===== src/hdl/scaled_matrix_multiply_accumulate_macros.svh =====
// assertion macros for the scaled matrix multiply-accumulate block
`ifndef SCALED_MATRIX_MULTIPLY_ACCUMULATE_MACROS_SVH
`define SCALED_MATRIX_MULTIPLY_ACCUMULATE_MACROS_SVH

`ifndef NO_ASSERTIONS

`define SMMA_ASSERT_NEVER(lbl, cond, msg) \
    lbl: assert property (@(posedge clk) disable iff (!rst_n) !(cond)) else $error(msg);

`define SMMA_ASSERT_IMPLIES(lbl, ante, cons, msg) \
    lbl: assert property (@(posedge clk) disable iff (!rst_n) (ante) |-> (cons)) \
        else $error(msg);

`define SMMA_ASSERT_NEXT(lbl, ante, cons, msg) \
    lbl: assert property (@(posedge clk) disable iff (!rst_n) (ante) |=> (cons)) \
        else $error(msg);

`else

`define SMMA_ASSERT_NEVER(lbl, cond, msg)

`define SMMA_ASSERT_IMPLIES(lbl, ante, cons, msg)

`define SMMA_ASSERT_NEXT(lbl, ante, cons, msg)

`endif

`endif


===== src/hdl/smma_pkg.sv =====
// shared constants, types and helper functions of the matrix multiply-accumulate block
package smma_pkg;

    localparam int MAX_DIM    = 8;
    localparam int ELEM_WIDTH = 16;
    localparam int FRAC_BITS  = ELEM_WIDTH - 4;

    localparam int DIM_LIM  = (MAX_DIM < 8) ? MAX_DIM : 8;
    localparam int CNT_BITS = $clog2(DIM_LIM);
    localparam int DEPTH    = MAX_DIM * MAX_DIM;
    localparam int ADDR_W   = $clog2(DEPTH);

    localparam int POS_W     = 3;
    localparam int DIM_W     = 4;
    localparam int SCALE_W   = 16;
    localparam int IN_W      = 16;
    localparam int CFG_W     = 16;
    localparam int CFG_IDX_W = 3;

    localparam logic [DIM_W-1:0]          DIM_RESET   = 4'd8;
    localparam logic signed [SCALE_W-1:0] ALPHA_RESET = 16'sd6144;
    localparam logic signed [SCALE_W-1:0] BETA_RESET  = 16'sd4915;

    // datapath widths, capped at 64 bits where the sums wrap
    localparam int PROD_W  = 2 * ELEM_WIDTH;
    localparam int DOT_RAW = 2 * ELEM_WIDTH + CNT_BITS;
    localparam int DOT_W   = (DOT_RAW > 64) ? 64 : DOT_RAW;
    localparam int AD_RAW  = SCALE_W + DOT_W;
    localparam int AD_W    = (AD_RAW > 64) ? 64 : AD_RAW;
    localparam int BC_RAW  = SCALE_W + ELEM_WIDTH;
    localparam int BC_W    = (BC_RAW > 64) ? 64 : BC_RAW;
    localparam int TOT_MAX = (AD_W > BC_W + FRAC_BITS) ? AD_W : BC_W + FRAC_BITS;
    localparam int TOT_W   = (TOT_MAX + 1 > 64) ? 64 : TOT_MAX + 1;
    localparam int SH_W    = TOT_W - 2 * FRAC_BITS;

    typedef enum logic [1:0] {
        OP_WRITE_A,
        OP_WRITE_B,
        OP_WRITE_C,
        OP_RUN
    } opcode_t;

    typedef enum logic [CFG_IDX_W-1:0] {
        REG_ROWS,
        REG_COLS,
        REG_INNER,
        REG_ALPHA,
        REG_BETA
    } cfg_reg_t;

    typedef enum logic [1:0] {
        ST_IDLE,
        ST_READ,
        ST_WAIT,
        ST_PUSH
    } state_t;

    typedef struct packed {
        logic valid;
        logic first;
        logic last;
    } mac_ctrl_t;

    typedef struct packed {
        logic                  done;
        logic [ELEM_WIDTH-1:0] result;
    } mac_stat_t;

    typedef struct packed {
        logic [ADDR_W-1:0] a;
        logic [ADDR_W-1:0] b;
        logic [ADDR_W-1:0] c;
    } rd_addr_t;

    typedef struct packed {
        logic                  we;
        logic [ADDR_W-1:0]     addr;
        logic [ELEM_WIDTH-1:0] data;
    } wb_t;

    function automatic logic [ADDR_W-1:0] elem_addr(input logic [POS_W-1:0] r,
                                                    input logic [POS_W-1:0] c);
        return ADDR_W'(ADDR_W'(r) * ADDR_W'(MAX_DIM) + ADDR_W'(c));
    endfunction

    // highest index in use for a dimension register, held within 0 .. DIM_LIM-1
    function automatic logic [CNT_BITS-1:0] last_index(input logic [DIM_W-1:0] d);
        if (d == '0)
        begin
            return '0;
        end
        else if (int'(d) > DIM_LIM)
        begin
            return CNT_BITS'(DIM_LIM - 1);
        end
        else
        begin
            return CNT_BITS'(d - 1'b1);
        end
    endfunction

endpackage


===== src/hdl/smma_mac.sv =====
// shared multiply-accumulate pipeline with alpha/beta scaling and saturation
module smma_mac import smma_pkg::*; (
    input  logic                      clk,
    input  logic                      rst_n,
    input  mac_ctrl_t                 issue,
    input  logic [ELEM_WIDTH-1:0]     a_data,
    input  logic [ELEM_WIDTH-1:0]     b_data,
    input  logic [ELEM_WIDTH-1:0]     c_data,
    input  logic signed [SCALE_W-1:0] alpha,
    input  logic signed [SCALE_W-1:0] beta,
    output mac_stat_t                 stat
);

    logic v1_reg, f1_reg, l1_reg;
    logic v2_reg, f2_reg, l2_reg;
    logic v3_reg, v4_reg, v5_reg;

    logic signed [PROD_W-1:0]     prod_reg;
    logic signed [DOT_W-1:0]      acc_reg;
    logic signed [ELEM_WIDTH-1:0] c_reg;
    logic signed [AD_W-1:0]       ad_reg;
    logic signed [BC_W-1:0]       bc_reg;
    logic [ELEM_WIDTH-1:0]        res_reg;

    logic signed [DOT_W-1:0]  prod_ext;
    logic signed [TOT_W-1:0]  total;
    logic signed [SH_W-1:0]   shifted;
    logic [ELEM_WIDTH-1:0]    sat;

    // control flags follow the read data down the pipe
    always_ff @(posedge clk or negedge rst_n)
    begin
        if (!rst_n)
        begin
            v1_reg <= 1'b0;
            f1_reg <= 1'b0;
            l1_reg <= 1'b0;
            v2_reg <= 1'b0;
            f2_reg <= 1'b0;
            l2_reg <= 1'b0;
            v3_reg <= 1'b0;
            v4_reg <= 1'b0;
            v5_reg <= 1'b0;
        end
        else
        begin
            v1_reg <= issue.valid;
            f1_reg <= issue.first;
            l1_reg <= issue.last;
            v2_reg <= v1_reg;
            f2_reg <= f1_reg;
            l2_reg <= l1_reg;
            v3_reg <= v2_reg && l2_reg;
            v4_reg <= v3_reg;
            v5_reg <= v4_reg;
        end
    end

    assign prod_ext = DOT_W'(prod_reg);

    always_ff @(posedge clk)
    begin
        if (v1_reg)
        begin
            prod_reg <= $signed(a_data) * $signed(b_data);
        end
        if (v1_reg && f1_reg)
        begin
            c_reg <= $signed(c_data);
        end
        if (v2_reg)
        begin
            acc_reg <= f2_reg ? prod_ext : acc_reg + prod_ext;
        end
        if (v3_reg)
        begin
            ad_reg <= AD_W'(alpha) * AD_W'(acc_reg);
            bc_reg <= BC_W'(beta) * BC_W'(c_reg);
        end
        if (v4_reg)
        begin
            res_reg <= sat;
        end
    end

    assign total   = TOT_W'(ad_reg) + (TOT_W'(bc_reg) <<< FRAC_BITS);
    assign shifted = SH_W'(total >>> (2 * FRAC_BITS));

    generate
        if (SH_W > ELEM_WIDTH)
        begin : g_sat
            always_comb
            begin
                if ((&shifted[SH_W-1:ELEM_WIDTH-1]) || !(|shifted[SH_W-1:ELEM_WIDTH-1]))
                begin
                    sat = shifted[ELEM_WIDTH-1:0];
                end
                else if (shifted[SH_W-1])
                begin
                    sat = {1'b1, {(ELEM_WIDTH-1){1'b0}}};
                end
                else
                begin
                    sat = {1'b0, {(ELEM_WIDTH-1){1'b1}}};
                end
            end
        end
        else
        begin : g_ext
            assign sat = ELEM_WIDTH'(shifted);
        end
    endgenerate

    assign stat.done   = v5_reg;
    assign stat.result = res_reg;

endmodule


===== config.mk =====
export PLATFORM = sky130hd
export DESIGN_NAME = smma_mac
export DESIGN_NICKNAME = d
export VERILOG_FILES = /design/src/hdl/scaled_matrix_multiply_accumulate_macros.svh /design/src/hdl/smma_pkg.sv /design/src/hdl/smma_mac.sv
export SDC_FILE = /design/constraint.sdc
export NUM_CORES = 2
export LEC_CHECK = 0
export BUFFER_PORTS_ARGS = -buffer_cell sky130_fd_sc_hd__buf_2
export CORE_ASPECT_RATIO = 0.7
export CORE_MARGIN = 5
export CORE_UTILIZATION = 67
export DETAILED_ROUTE_END_ITERATION = 12
export PLACE_DENSITY_LB_ADDON = 0.12
export SLEW_MARGIN = 20
export SYNTH_ARGS = -nofsm -noshare
export SYNTH_HDL_FRONTEND = slang
export SYNTH_SLANG_ARGS = --single-unit

===== constraint.sdc =====
create_clock -name clk -period 7.5 [get_ports clk]
set_input_delay 1.5 -clock clk [delete_from_list [all_inputs] [get_ports clk]]
set_output_delay 1.5 -clock clk [all_outputs]
set_load 0.005 [all_outputs]

==> flow_metrics.env <==
export IMPL_outcome="complete, but fails checks"
export IMPL_violations="negative setup slack"
export IMPL_vias=34763
export IMPL_slew_violations=0
export IMPL_design_area_um2=52800
export IMPL_viasPerCell=5.50
export IMPL_numCtsBuffers=17
export IMPL_fill_cells=4975
export IMPL_initial_core_util_pct=67.7
export IMPL_largest_reg_flops=39
export IMPL_worstRegToRegCells=24
export IMPL_layout_drive_gt1_share_pct=12.5
export IMPL_synth_compound_area_share_pct=6.22
export IMPL_avgSynthCellArea_um2=9.44
export IMPL_drc=0
export IMPL_period_share_pct=101
export IMPL_placed_area_um2=51500
export IMPL_first_pass_iters=6
export IMPL_slowest_delay_ns=0.54
export IMPL_synth_ff_type="edfxtp_1"
export IMPL_hold_start="l1_reg"
export IMPL_first_iter_violations=2702
export IMPL_grt_max_degree=73
export IMPL_io_pins=102
export IMPL_clk_latency_ns=0.49
export IMPL_fmax_mhz=132
export IMPL_fp_dieH_um=232
export IMPL_clk_pin_slew_ns=0.08
export IMPL_cts_tree="done"
export IMPL_design_die_area_um2=76000
export IMPL_min_delay_worst_endpoint="l2_reg"
export IMPL_final_cell_mix="inv_1, fa_1, nand2_1, buf_4, and2_1"
export IMPL_overflow=0
export IMPL_final_nets=6879
export IMPL_cp_end_kind="register"
export IMPL_multiInputGateArea_um2=36900
export IMPL_top_layer="met5"
export IMPL_grt_pass1_wl_um=189000
export IMPL_place_ws_ns=-1.02
export IMPL_clock_path_buffers=2
export IMPL_path_class="in -> reg"
export IMPL_gp_congestion=0.951
export IMPL_yosys_warnings=0
export IMPL_clock_skew_ns=0.0151
export IMPL_syn_inst=5005
export IMPL_relSlewSlack_pct=34.8
export IMPL_reg2reg_to="ad_reg[43]"
export IMPL_maxCapViolations=0
export IMPL_regArea_um2=5330
export IMPL_finalSetupViolCount=6
export IMPL_rrSetupSlack_ns=0.17
export IMPL_cpMaxStageDelayCell="fa_1"
export IMPL_grt_pass1_vias=37409
export IMPL_clock_sinks=179
export IMPL_tightest_slew_ns=0.977
export IMPL_syn2layout_area_growth_pct=11.6
export IMPL_rows=81
export IMPL_wl_met1_um=48800
export IMPL_synth_edf_count=170
export IMPL_drt_total_wl_um=111000
export IMPL_crit_arrival_ns=7.82
export IMPL_seq_area_frac_synth_pct=11.3
export IMPL_synth_top_family_by_area="adder cells"
export IMPL_postLayoutSetupSlackWorst_ns=-0.0760
export IMPL_synthesis_nets=6495
export IMPL_io_buffers=101
export IMPL_dp_hpwl_um=94000
export IMPL_antenna_found_initial=2
export IMPL_antennaDiodeCount=0
export IMPL_hold_path_class="reg -> reg"
export IMPL_wl_per_cell_um=17.5
export IMPL_grt_usage_pct=30.8
export IMPL_rsz0062_at_grt="true"
export IMPL_crit_required_ns=7.74
export IMPL_drtAntennaViolNets=0
export IMPL_postSynth_asyncResetShare_pct=5.03
export IMPL_ys_seq_elements=179
export IMPL_wl_met3_um=9870
export IMPL_muxShareOfSynthArea_pct=0.135
export IMPL_synth_cell_types=79
export IMPL_synth_xor_area_share_pct=2.93
export IMPL_hold_viol_final=0
export IMPL_h_tree_depth=4
export IMPL_hold_buffers=0
export IMPL_synthAdderAreaFrac_pct=53.9
export IMPL_worst_setup_path_start_kind="primary input"
export IMPL_crit_fanout=8
export IMPL_r2r_start="acc_reg[15]"
export IMPL_synth_simple_area_share_pct=14.2
export IMPL_root_buffer="clkbuf_16"
export IMPL_met2_length_um=50100
export IMPL_fin_crit_ns=7.58
export IMPL_netlist_area_um2=47200
export IMPL_cp_common_cell="fa_1"
export IMPL_holdPathStages=0
export IMPL_layout_commonest_cell="inv_1"
export IMPL_coreArea_um2=69800
export IMPL_die_w_um=327
==> layer usage <==
layer  vias up  global-route usage, %
met1     17546                   46.4
li1      15704                      -
met5         -                      0
met2      1386                   47.7
met3       125                   5.70
met4         2                   6.36
==> synth_stat cells (7+ instances only) <==
| library cell | number | area (um^2) |
|---|---|---|
| dfrtp_1 | 9 | 225 |
| and2_1 | 424 | 2650 |
| nand4_1 | 19 | 119 |
| xnor2_1 | 118 | 1030 |
| nor3_1 | 29 | 145 |
| nand2b_1 | 37 | 231 |
| nor2b_1 | 22 | 138 |
| and3_1 | 14 | 87.6 |
| a21o_1 | 56 | 420 |
| a21oi_1 | 125 | 626 |
| fa_1 | 1052 | 21100 |
| a31oi_1 | 14 | 87.6 |
| nand2_1 | 674 | 2530 |
| nand3_1 | 27 | 135 |
| a21oi_2 | 11 | 96.3 |
| inv_1 | 1239 | 4650 |
| o21bai_1 | 23 | 173 |
| ha_1 | 353 | 4420 |
| edfxtp_1 | 170 | 5100 |
| o21ai_0 | 96 | 480 |
| clkbuf_1 | 168 | 631 |
| xor2_1 | 40 | 350 |
| a211oi_1 | 11 | 82.6 |
| o21a_1 | 29 | 218 |
| a211o_1 | 7 | 61.3 |
| nor2_1 | 126 | 473 |
| o211ai_1 | 8 | 60.1 |
==> area by class of cell <==
class	instances	share of cell area (%)
well taps	913	2.17
clock buffers	17	0.806
flip-flops and latches	179	10.1
inverters	1240	8.82
multi-input cells	3411	69.9
clock inverters	15	0.344
repair buffers	540	7.81
==> logic make-up after synthesis <==
family	count (synthesis)
buffers and inverters	1415
AOI/OAI and AO/OA	444
DFF	179
adders and majority gates	1405
and+or+nand+nor	1398
xor gates and xnor gates	158
muxes	6
==> through the flow <==
step	utilization, %	cells	TNS (ns)	hold WS, ns
CTS	75.0	6307	0	0.363
floorplan	-	5005	-0.314	0.331
global route	75.5	6315	-1.32	0.380
global placement	73.7	6262	-15.78	0.339
detailed placement	73.7	6262	-22.78	0.344
finish	75.5	6315	-0.249	0.366
==> worst max-delay path by stage <==
stage                         start          to  slack [ns]  depth (start not counted)
final                     alpha[10]  ad_reg[43]       -0.08                         25
after global routing       alpha[3]  ad_reg[43]       -0.22                         25
after CTS                 alpha[10]  ad_reg[43]      0.0009                         25
after detailed placement   alpha[5]  ad_reg[43]       -1.02                         25
after global placement     alpha[5]  ad_reg[43]       -0.84                         25
after floorplan            alpha[4]  ad_reg[43]       -0.12                         25
==> timing repair <==
item,CTS,global route
setup buffers,14,9
resized for setup,55,84
pin swaps,15,46
cloned,0,2
setup endpoints to repair,21,23
==> critical path, delay by kind of cell <==
kind            cells  cell delay, ns
simple gates        2            0.37
fa+ha+maj           7            3.22
compound gates     10            2.26
buf+inv             5            0.32
xor+xnor            1            0.14
Power is left out: the tool's default activity adds up to more than one toggle a clock period on the data nets, which glitch-free logic cannot reach.
