--- src/hdl/scaled_matrix_multiply_accumulate_macros.svh ---
// assertion macros for the scaled matrix multiply-accumulate block
`ifndef SCALED_MATRIX_MULTIPLY_ACCUMULATE_MACROS_SVH
`define SCALED_MATRIX_MULTIPLY_ACCUMULATE_MACROS_SVH

`ifndef NO_ASSERTIONS

`define SMMA_ASSERT_NEVER(lbl, cond, msg) \
    lbl: assert property (@(posedge clk) disable iff (!rst_n) !(cond)) else $error(msg);

`define SMMA_ASSERT_IMPLIES(lbl, ante, cons, msg) \
    lbl: assert property (@(posedge clk) disable iff (!rst_n) (ante) |-> (cons)) \
        else $error(msg);

`define SMMA_ASSERT_NEXT(lbl, ante, cons, msg) \
    lbl: assert property (@(posedge clk) disable iff (!rst_n) (ante) |=> (cons)) \
        else $error(msg);

`else

`define SMMA_ASSERT_NEVER(lbl, cond, msg)

`define SMMA_ASSERT_IMPLIES(lbl, ante, cons, msg)

`define SMMA_ASSERT_NEXT(lbl, ante, cons, msg)

`endif

`endif

--- src/hdl/smma_pkg.sv ---
// shared constants, types and helper functions of the matrix multiply-accumulate block
package smma_pkg;

    localparam int MAX_DIM    = 8;
    localparam int ELEM_WIDTH = 16;
    localparam int FRAC_BITS  = ELEM_WIDTH - 4;

    localparam int DIM_LIM  = (MAX_DIM < 8) ? MAX_DIM : 8;
    localparam int CNT_BITS = $clog2(DIM_LIM);
    localparam int DEPTH    = MAX_DIM * MAX_DIM;
    localparam int ADDR_W   = $clog2(DEPTH);

    localparam int POS_W     = 3;
    localparam int DIM_W     = 4;
    localparam int SCALE_W   = 16;
    localparam int IN_W      = 16;
    localparam int CFG_W     = 16;
    localparam int CFG_IDX_W = 3;

    localparam logic [DIM_W-1:0]          DIM_RESET   = 4'd8;
    localparam logic signed [SCALE_W-1:0] ALPHA_RESET = 16'sd6144;
    localparam logic signed [SCALE_W-1:0] BETA_RESET  = 16'sd4915;

    // datapath widths, capped at 64 bits where the sums wrap
    localparam int PROD_W  = 2 * ELEM_WIDTH;
    localparam int DOT_RAW = 2 * ELEM_WIDTH + CNT_BITS;
    localparam int DOT_W   = (DOT_RAW > 64) ? 64 : DOT_RAW;
    localparam int AD_RAW  = SCALE_W + DOT_W;
    localparam int AD_W    = (AD_RAW > 64) ? 64 : AD_RAW;
    localparam int BC_RAW  = SCALE_W + ELEM_WIDTH;
    localparam int BC_W    = (BC_RAW > 64) ? 64 : BC_RAW;
    localparam int TOT_MAX = (AD_W > BC_W + FRAC_BITS) ? AD_W : BC_W + FRAC_BITS;
    localparam int TOT_W   = (TOT_MAX + 1 > 64) ? 64 : TOT_MAX + 1;
    localparam int SH_W    = TOT_W - 2 * FRAC_BITS;

    typedef enum logic [1:0] {
        OP_WRITE_A,
        OP_WRITE_B,
        OP_WRITE_C,
        OP_RUN
    } opcode_t;

    typedef enum logic [CFG_IDX_W-1:0] {
        REG_ROWS,
        REG_COLS,
        REG_INNER,
        REG_ALPHA,
        REG_BETA
    } cfg_reg_t;

    typedef enum logic [1:0] {
        ST_IDLE,
        ST_READ,
        ST_WAIT,
        ST_PUSH
    } state_t;

    typedef struct packed {
        logic valid;
        logic first;
        logic last;
    } mac_ctrl_t;

    typedef struct packed {
        logic                  done;
        logic [ELEM_WIDTH-1:0] result;
    } mac_stat_t;

    typedef struct packed {
        logic [ADDR_W-1:0] a;
        logic [ADDR_W-1:0] b;
        logic [ADDR_W-1:0] c;
    } rd_addr_t;

    typedef struct packed {
        logic                  we;
        logic [ADDR_W-1:0]     addr;
        logic [ELEM_WIDTH-1:0] data;
    } wb_t;

    function automatic logic [ADDR_W-1:0] elem_addr(input logic [POS_W-1:0] r,
                                                    input logic [POS_W-1:0] c);
        return ADDR_W'(ADDR_W'(r) * ADDR_W'(MAX_DIM) + ADDR_W'(c));
    endfunction

    // highest index in use for a dimension register, held within 0 .. DIM_LIM-1
    function automatic logic [CNT_BITS-1:0] last_index(input logic [DIM_W-1:0] d);
        if (d == '0)
        begin
            return '0;
        end
        else if (int'(d) > DIM_LIM)
        begin
            return CNT_BITS'(DIM_LIM - 1);
        end
        else
        begin
            return CNT_BITS'(d - 1'b1);
        end
    endfunction

endpackage

--- src/hdl/smma_ctrl.sv ---
// run sequencer: index counters, store read addresses, write-back and output register
module smma_ctrl import smma_pkg::*; (
    input  logic             clk,
    input  logic             rst_n,
    input  logic             in_valid,
    output logic             in_ready,
    input  logic [1:0]       opcode,
    input  logic [DIM_W-1:0] rows_used,
    input  logic [DIM_W-1:0] cols_used,
    input  logic [DIM_W-1:0] inner_used,
    input  mac_stat_t        stat,
    output mac_ctrl_t        issue,
    output rd_addr_t         raddr,
    output wb_t              wb,
    output logic             out_valid,
    input  logic             out_ready,
    output logic [POS_W-1:0] out_row,
    output logic [POS_W-1:0] out_col,
    output logic [IN_W-1:0]  out_value,
    output logic             last
);

    state_t state_reg, state_next;

    logic [CNT_BITS-1:0] i_reg, i_next;
    logic [CNT_BITS-1:0] j_reg, j_next;
    logic [CNT_BITS-1:0] k_reg, k_next;
    logic [CNT_BITS-1:0] li_reg, li_next;
    logic [CNT_BITS-1:0] lj_reg, lj_next;
    logic [CNT_BITS-1:0] lk_reg, lk_next;

    logic out_valid_reg, out_valid_next;
    logic [POS_W-1:0]      out_row_reg;
    logic [POS_W-1:0]      out_col_reg;
    logic [ELEM_WIDTH-1:0] out_value_reg;
    logic                  out_last_reg;

    logic slot_free;
    logic out_load;

    assign slot_free = !out_valid_reg || out_ready;

    // next state and counters
    always_comb
    begin
        state_next = state_reg;
        i_next     = i_reg;
        j_next     = j_reg;
        k_next     = k_reg;
        li_next    = li_reg;
        lj_next    = lj_reg;
        lk_next    = lk_reg;
        case (state_reg)
            ST_IDLE:
            begin
                if (in_valid && (opcode_t'(opcode) == OP_RUN))
                begin
                    li_next    = last_index(rows_used);
                    lj_next    = last_index(cols_used);
                    lk_next    = last_index(inner_used);
                    i_next     = '0;
                    j_next     = '0;
                    k_next     = '0;
                    state_next = ST_READ;
                end
            end
            ST_READ:
            begin
                if (k_reg == lk_reg)
                begin
                    k_next     = '0;
                    state_next = ST_WAIT;
                end
                else
                begin
                    k_next = k_reg + 1'b1;
                end
            end
            ST_WAIT:
            begin
                if (stat.done)
                begin
                    state_next = ST_PUSH;
                end
            end
            ST_PUSH:
            begin
                if (slot_free)
                begin
                    if (j_reg == lj_reg)
                    begin
                        j_next = '0;
                        if (i_reg == li_reg)
                        begin
                            state_next = ST_IDLE;
                        end
                        else
                        begin
                            i_next     = i_reg + 1'b1;
                            state_next = ST_READ;
                        end
                    end
                    else
                    begin
                        j_next     = j_reg + 1'b1;
                        state_next = ST_READ;
                    end
                end
            end
            default:
            begin
                state_next = ST_IDLE;
            end
        endcase
    end

    // outputs
    always_comb
    begin
        in_ready    = 1'b0;
        issue.valid = 1'b0;
        issue.first = (k_reg == '0);
        issue.last  = (k_reg == lk_reg);
        raddr.a     = elem_addr(POS_W'(i_reg), POS_W'(k_reg));
        raddr.b     = elem_addr(POS_W'(k_reg), POS_W'(j_reg));
        raddr.c     = elem_addr(POS_W'(i_reg), POS_W'(j_reg));
        wb.we       = 1'b0;
        wb.addr     = elem_addr(POS_W'(i_reg), POS_W'(j_reg));
        wb.data     = stat.result;
        case (state_reg)
            ST_IDLE:
            begin
                in_ready = 1'b1;
            end
            ST_READ:
            begin
                issue.valid = 1'b1;
            end
            ST_WAIT:
            begin
            end
            ST_PUSH:
            begin
                wb.we = slot_free;
            end
            default:
            begin
            end
        endcase
    end

    assign out_load       = wb.we;
    assign out_valid_next = out_load || (out_valid_reg && !out_ready);

    always_ff @(posedge clk or negedge rst_n)
    begin
        if (!rst_n)
        begin
            state_reg     <= ST_IDLE;
            i_reg         <= '0;
            j_reg         <= '0;
            k_reg         <= '0;
            li_reg        <= '0;
            lj_reg        <= '0;
            lk_reg        <= '0;
            out_valid_reg <= 1'b0;
        end
        else
        begin
            state_reg     <= state_next;
            i_reg         <= i_next;
            j_reg         <= j_next;
            k_reg         <= k_next;
            li_reg        <= li_next;
            lj_reg        <= lj_next;
            lk_reg        <= lk_next;
            out_valid_reg <= out_valid_next;
        end
    end

    always_ff @(posedge clk)
    begin
        if (out_load)
        begin
            out_row_reg   <= POS_W'(i_reg);
            out_col_reg   <= POS_W'(j_reg);
            out_value_reg <= stat.result;
            out_last_reg  <= (i_reg == li_reg) && (j_reg == lj_reg);
        end
    end

    assign out_valid = out_valid_reg;
    assign out_row   = out_row_reg;
    assign out_col   = out_col_reg;
    assign out_value = IN_W'($signed(out_value_reg));
    assign last      = out_last_reg;

endmodule

--- config.mk ---
export PLATFORM = sky130hd
export DESIGN_NAME = smma_ctrl
export DESIGN_NICKNAME = d
export VERILOG_FILES = /design/src/hdl/scaled_matrix_multiply_accumulate_macros.svh /design/src/hdl/smma_pkg.sv /design/src/hdl/smma_ctrl.sv
export SDC_FILE = /design/constraint.sdc
export NUM_CORES = 1
export LEC_CHECK = 0
export BUFFER_PORTS_ARGS = -buffer_cell sky130_fd_sc_hd__clkbuf_2
export CORE_MARGIN = 3
export CORE_UTILIZATION = 30
export DETAILED_ROUTE_END_ITERATION = 10
export PLACE_DENSITY = 0.59
export SYNTH_ARGS = -nofsm -noshare
export SYNTH_HDL_FRONTEND = slang
export SYNTH_SLANG_ARGS = --single-unit
--- constraint.sdc ---
create_clock -name clk -period 1.94 [get_ports clk]
set_input_delay 0.097 -clock clk [delete_from_list [all_inputs] [get_ports clk]]
set_output_delay 0.097 -clock clk [all_outputs]
set_load 0.005 [all_outputs]
==> reports/metrics.yaml <==
run_status:
  run_status: "complete, no violations"
setup_path:
  cp_max_fo: 9
  path_cells: "ha_1, inv_1, a2bb2oi_2, o221ai_2, o31ai_1, o31ai_1"
  critPathLaunch: "state_reg[0]$_DFFE_PN0P_"
  crit_family: "compound AO/OA/AOI/OAI gates"
  crit_required_ns: 2.11
  endpoint_kind: "register"
  cp-start-kind: "register"
  slowest_delay_ns: 0.44
  critPathSlowestCell: "dfrtp_1"
  critPathBufInv: 1
  crit_type: "reg2reg"
  rr_worst_depth: 6
  cp.arrival_ns: 1.93
  path_common_cell: "o31ai_1"
  crit-reg2reg-launch: "state_reg[0]$_DFFE_PN0P_"
  crit_cells: 6
synth:
  synth-seq-area-share_pct: 52.9
  synthSimpleGateAreaFrac_pct: 9.63
  yosysUniqueCellTypes: 39
  synth_top_family_by_area: "buffers and inverters"
  ys.flop_type: "edfxtp_1"
  synth.top_cell.area_share_pct: 30.0
  synthArstFlopShare_pct: 47.7
  synth_edf_count: 23
  yosysTopAreaCell: "edfxtp_1"
  yosys_warnings: 0
  syn_area_per_cell_um2: 11.6
  syn_inst: 198
  syn_area_mm2: 0.00230
  yosys_register_bits: 44
  netlist_top_cells_area: "edfxtp_1, dfrtp_1, buf_4, ha_1, inv_1"
  syn_nets: 245
  synthAdderAreaFrac_pct: 7.40
  synth_compound_area_share_pct: 9.36
  synthMuxAreaShare_pct: 3.37
  synth_xor_xnor_area_share_pct: 3.43
routing:
  vias: 1695
  drt.antenna.violating_nets: 0
  viasPerCell: 4.30
  drt_iter0_markers: 26
  drcViolationCount: 0
  post_drt_wl_per_cell_um: 12.5
  drtPass1Iterations: 4
  wirelength_mm: 4.93
cts:
  cts_root_buf: "clkbuf_8"
  cts_buffers: 5
  cts_buffer_depth: 2
  cts.sinks: 44
  cts-resized-gates: 0
  htreeDepth: 2
  clkSlewWorstSetupHoldPaths_ns: 0.08
  clk_latency_ns: 0.29
  cts_tree: "yes"
finish:
  drive_gt1_share_pct: 43.4
  final_cells: 394
  multi_input_area_um2: 764
  register_area_mm2: 0.00122
  nNetsFinal: 341
  num_antenna_cells: 0
  area_delta_synth_final_pct: 30.5
  largest_register_ff_count: 16
  fillers: 703
placement:
  numPortBuffers: 103
  gp_congestion: 0.753
  placed_cells: 371
  dp_hpwl_mm: 3.77
floorplan:
  dieArea_mm2: 0.00875
  rows: 31
  fp.dieH_um: 93.6
  start_util_pct: 31.4
  die_w_um: 93.6
  core_mm2: 0.00733
  ios: 104
timing:
  fmaxAchievable_mhz: 568
  rsz0062_at_grt: "false"
  post-route-min-period_ns: 1.76
  relSlewSlack_pct: 62.8
  worst_pin_slew_ns: 0.558
  setup_violations: 0
  setup_tns_ns: 0
  period_share_pct: 90.8
  finClkSkew_ns: 0.00876
  hold_viol: 0
  maxSlewViolCount: 0
global_routing:
  overflow: 0
  grt_max_degree: 22
  antenna_found_initial: 0
  grtUsageTotal_pct: 11.1
  grt_pass1_vias: 1583
  grt_pass1_wl_mm: 7.42
power:
  ir_worst_vdd_mv: 0.538
  p_per_area_mw_per_mm2: 1290
  finalPower_w: 0.00388
  leakage_nw: 1.47
worst_hold_path:
  hold_path.class: "in2reg"
  worstHoldStart: "stat[0]"
  hold_depth: 1
run:
  cap_viol_max_count: 0
==> synthesized netlist by cell type, types with 2 or more instances <==
cell type and number:
xnor2_1 6, edfxtp_1 23, o21ai_0 12, o21a_1 2
buf_4 32, a21oi_1 3, nand2b_1 3, o31ai_1 2
dfrtp_1 21, xor2_1 3, inv_1 19, ha_1 12
nor2_1 9, nand2_1 15, maj3_1 2, a22o_1 2
nand3_1 3, mux2_2 6, o211ai_1 2, and2_1 2
==> stage by stage <==
| step | area (um2) | utilization (%) | setup slack (ns) | hold WS [ns] |
|---|---|---|---|---|
| global placement | 2730 | 37.2 | 0.238 | 0.114 |
| floorplan | 2300 | - | 0.140 | -0.199 |
| finish | 3000 | 40.9 | 0.179 | 0.0123 |
| global route | 3000 | 40.9 | 0.0383 | 0.00483 |
| CTS | 2960 | 40.4 | 0.158 | 0.000903 |
| detailed placement | 2730 | 37.2 | 0.153 | 0.125 |
==> worst paths after layout <==
check	endpoint	slack (ns)
setup / recovery	state_reg[0]$_DFFE_PN0P_	0.18
hold / removal	out_value[0]$_DFFE_PP_	0.01
setup reg to reg	state_reg[0]$_DFFE_PN0P_	0.18
hold reg to reg	lj_reg[1]$_DFFE_PN0P_	0.52
max in group asynchronous	j_reg[2]$_DFFE_PN0P_	1.24
min in group asynchronous	lk_reg[0]$_DFFE_PN0P_	0.33
==> power breakdown <==
group	internal, W	leakage [nW]	switching, W	total (W)
Clock	0.000421	0.0614	0.000295	0.000715
Sequential	0.00135	0.480	0.000222	0.00157
Combinational	0.000746	0.931	0.000845	0.00159
==> layout make-up <==
cell class                 instances  share of cell area (%)
clock buffer                       6                    2.75
clock inverter                     2                    1.29
inverter                          19                    2.38
multi-input combinational        101                    25.5
sequential                        44                    40.5
tap                               99                    4.13
timing repair buffer             123                    23.4
==> metal layers <==
layer  vias to the layer above  global-route usage (%)  share of wire (%)
li1                        841                       -                  -
met1                       755                    13.1                 43
met2                        95                    19.2                 47
met3                         4                    2.65                9.6
met4                         0                    4.33                1.2
met5                         -                       0                  0
==> timing repair <==
item | in CTS | in global routing
buffers inserted | 0 | 0
hold endpoints to repair | 31 | 4
hold buffers | 11 | 4
==> cell families (layout without fill, tap and decap cells) <==
family	after synthesis	count (layout)
DFF	44	44
and+or+nand+nor	41	41
adders and majority gates	14	14
xor gates and xnor gates	9	9
muxes	7	7
buffers and inverters	53	150
AOI/OAI and AO/OA	30	30
==> layout by cell type, fill, tap and decap left out, types with 5 or more instances in the layout <==
master,Yosys,layout
o21ai_0,12,12
buf_4,32,5
clkbuf_2,0,103
ha_1,12,12
nor2_1,9,9
xnor2_1,6,6
inv_1,19,19
dlygate4sd3_1,0,15
nand2_1,15,15
clkbuf_8,0,6
dfrtp_1,21,21
mux2_2,6,6
edfxtp_1,23,23
==> worst reg2reg max path: cells and delay by family, from the launching register on <==
| kind | cells | cell delay, ns |
|---|---|---|
| adders and majority gates | 1 | 0.33 |
| buffers and inverters | 1 | 0.15 |
| AOI/OAI and AO/OA | 4 | 0.73 |
| DFF | 1 | 0.44 |
Power figures use the tool's default switching activity.
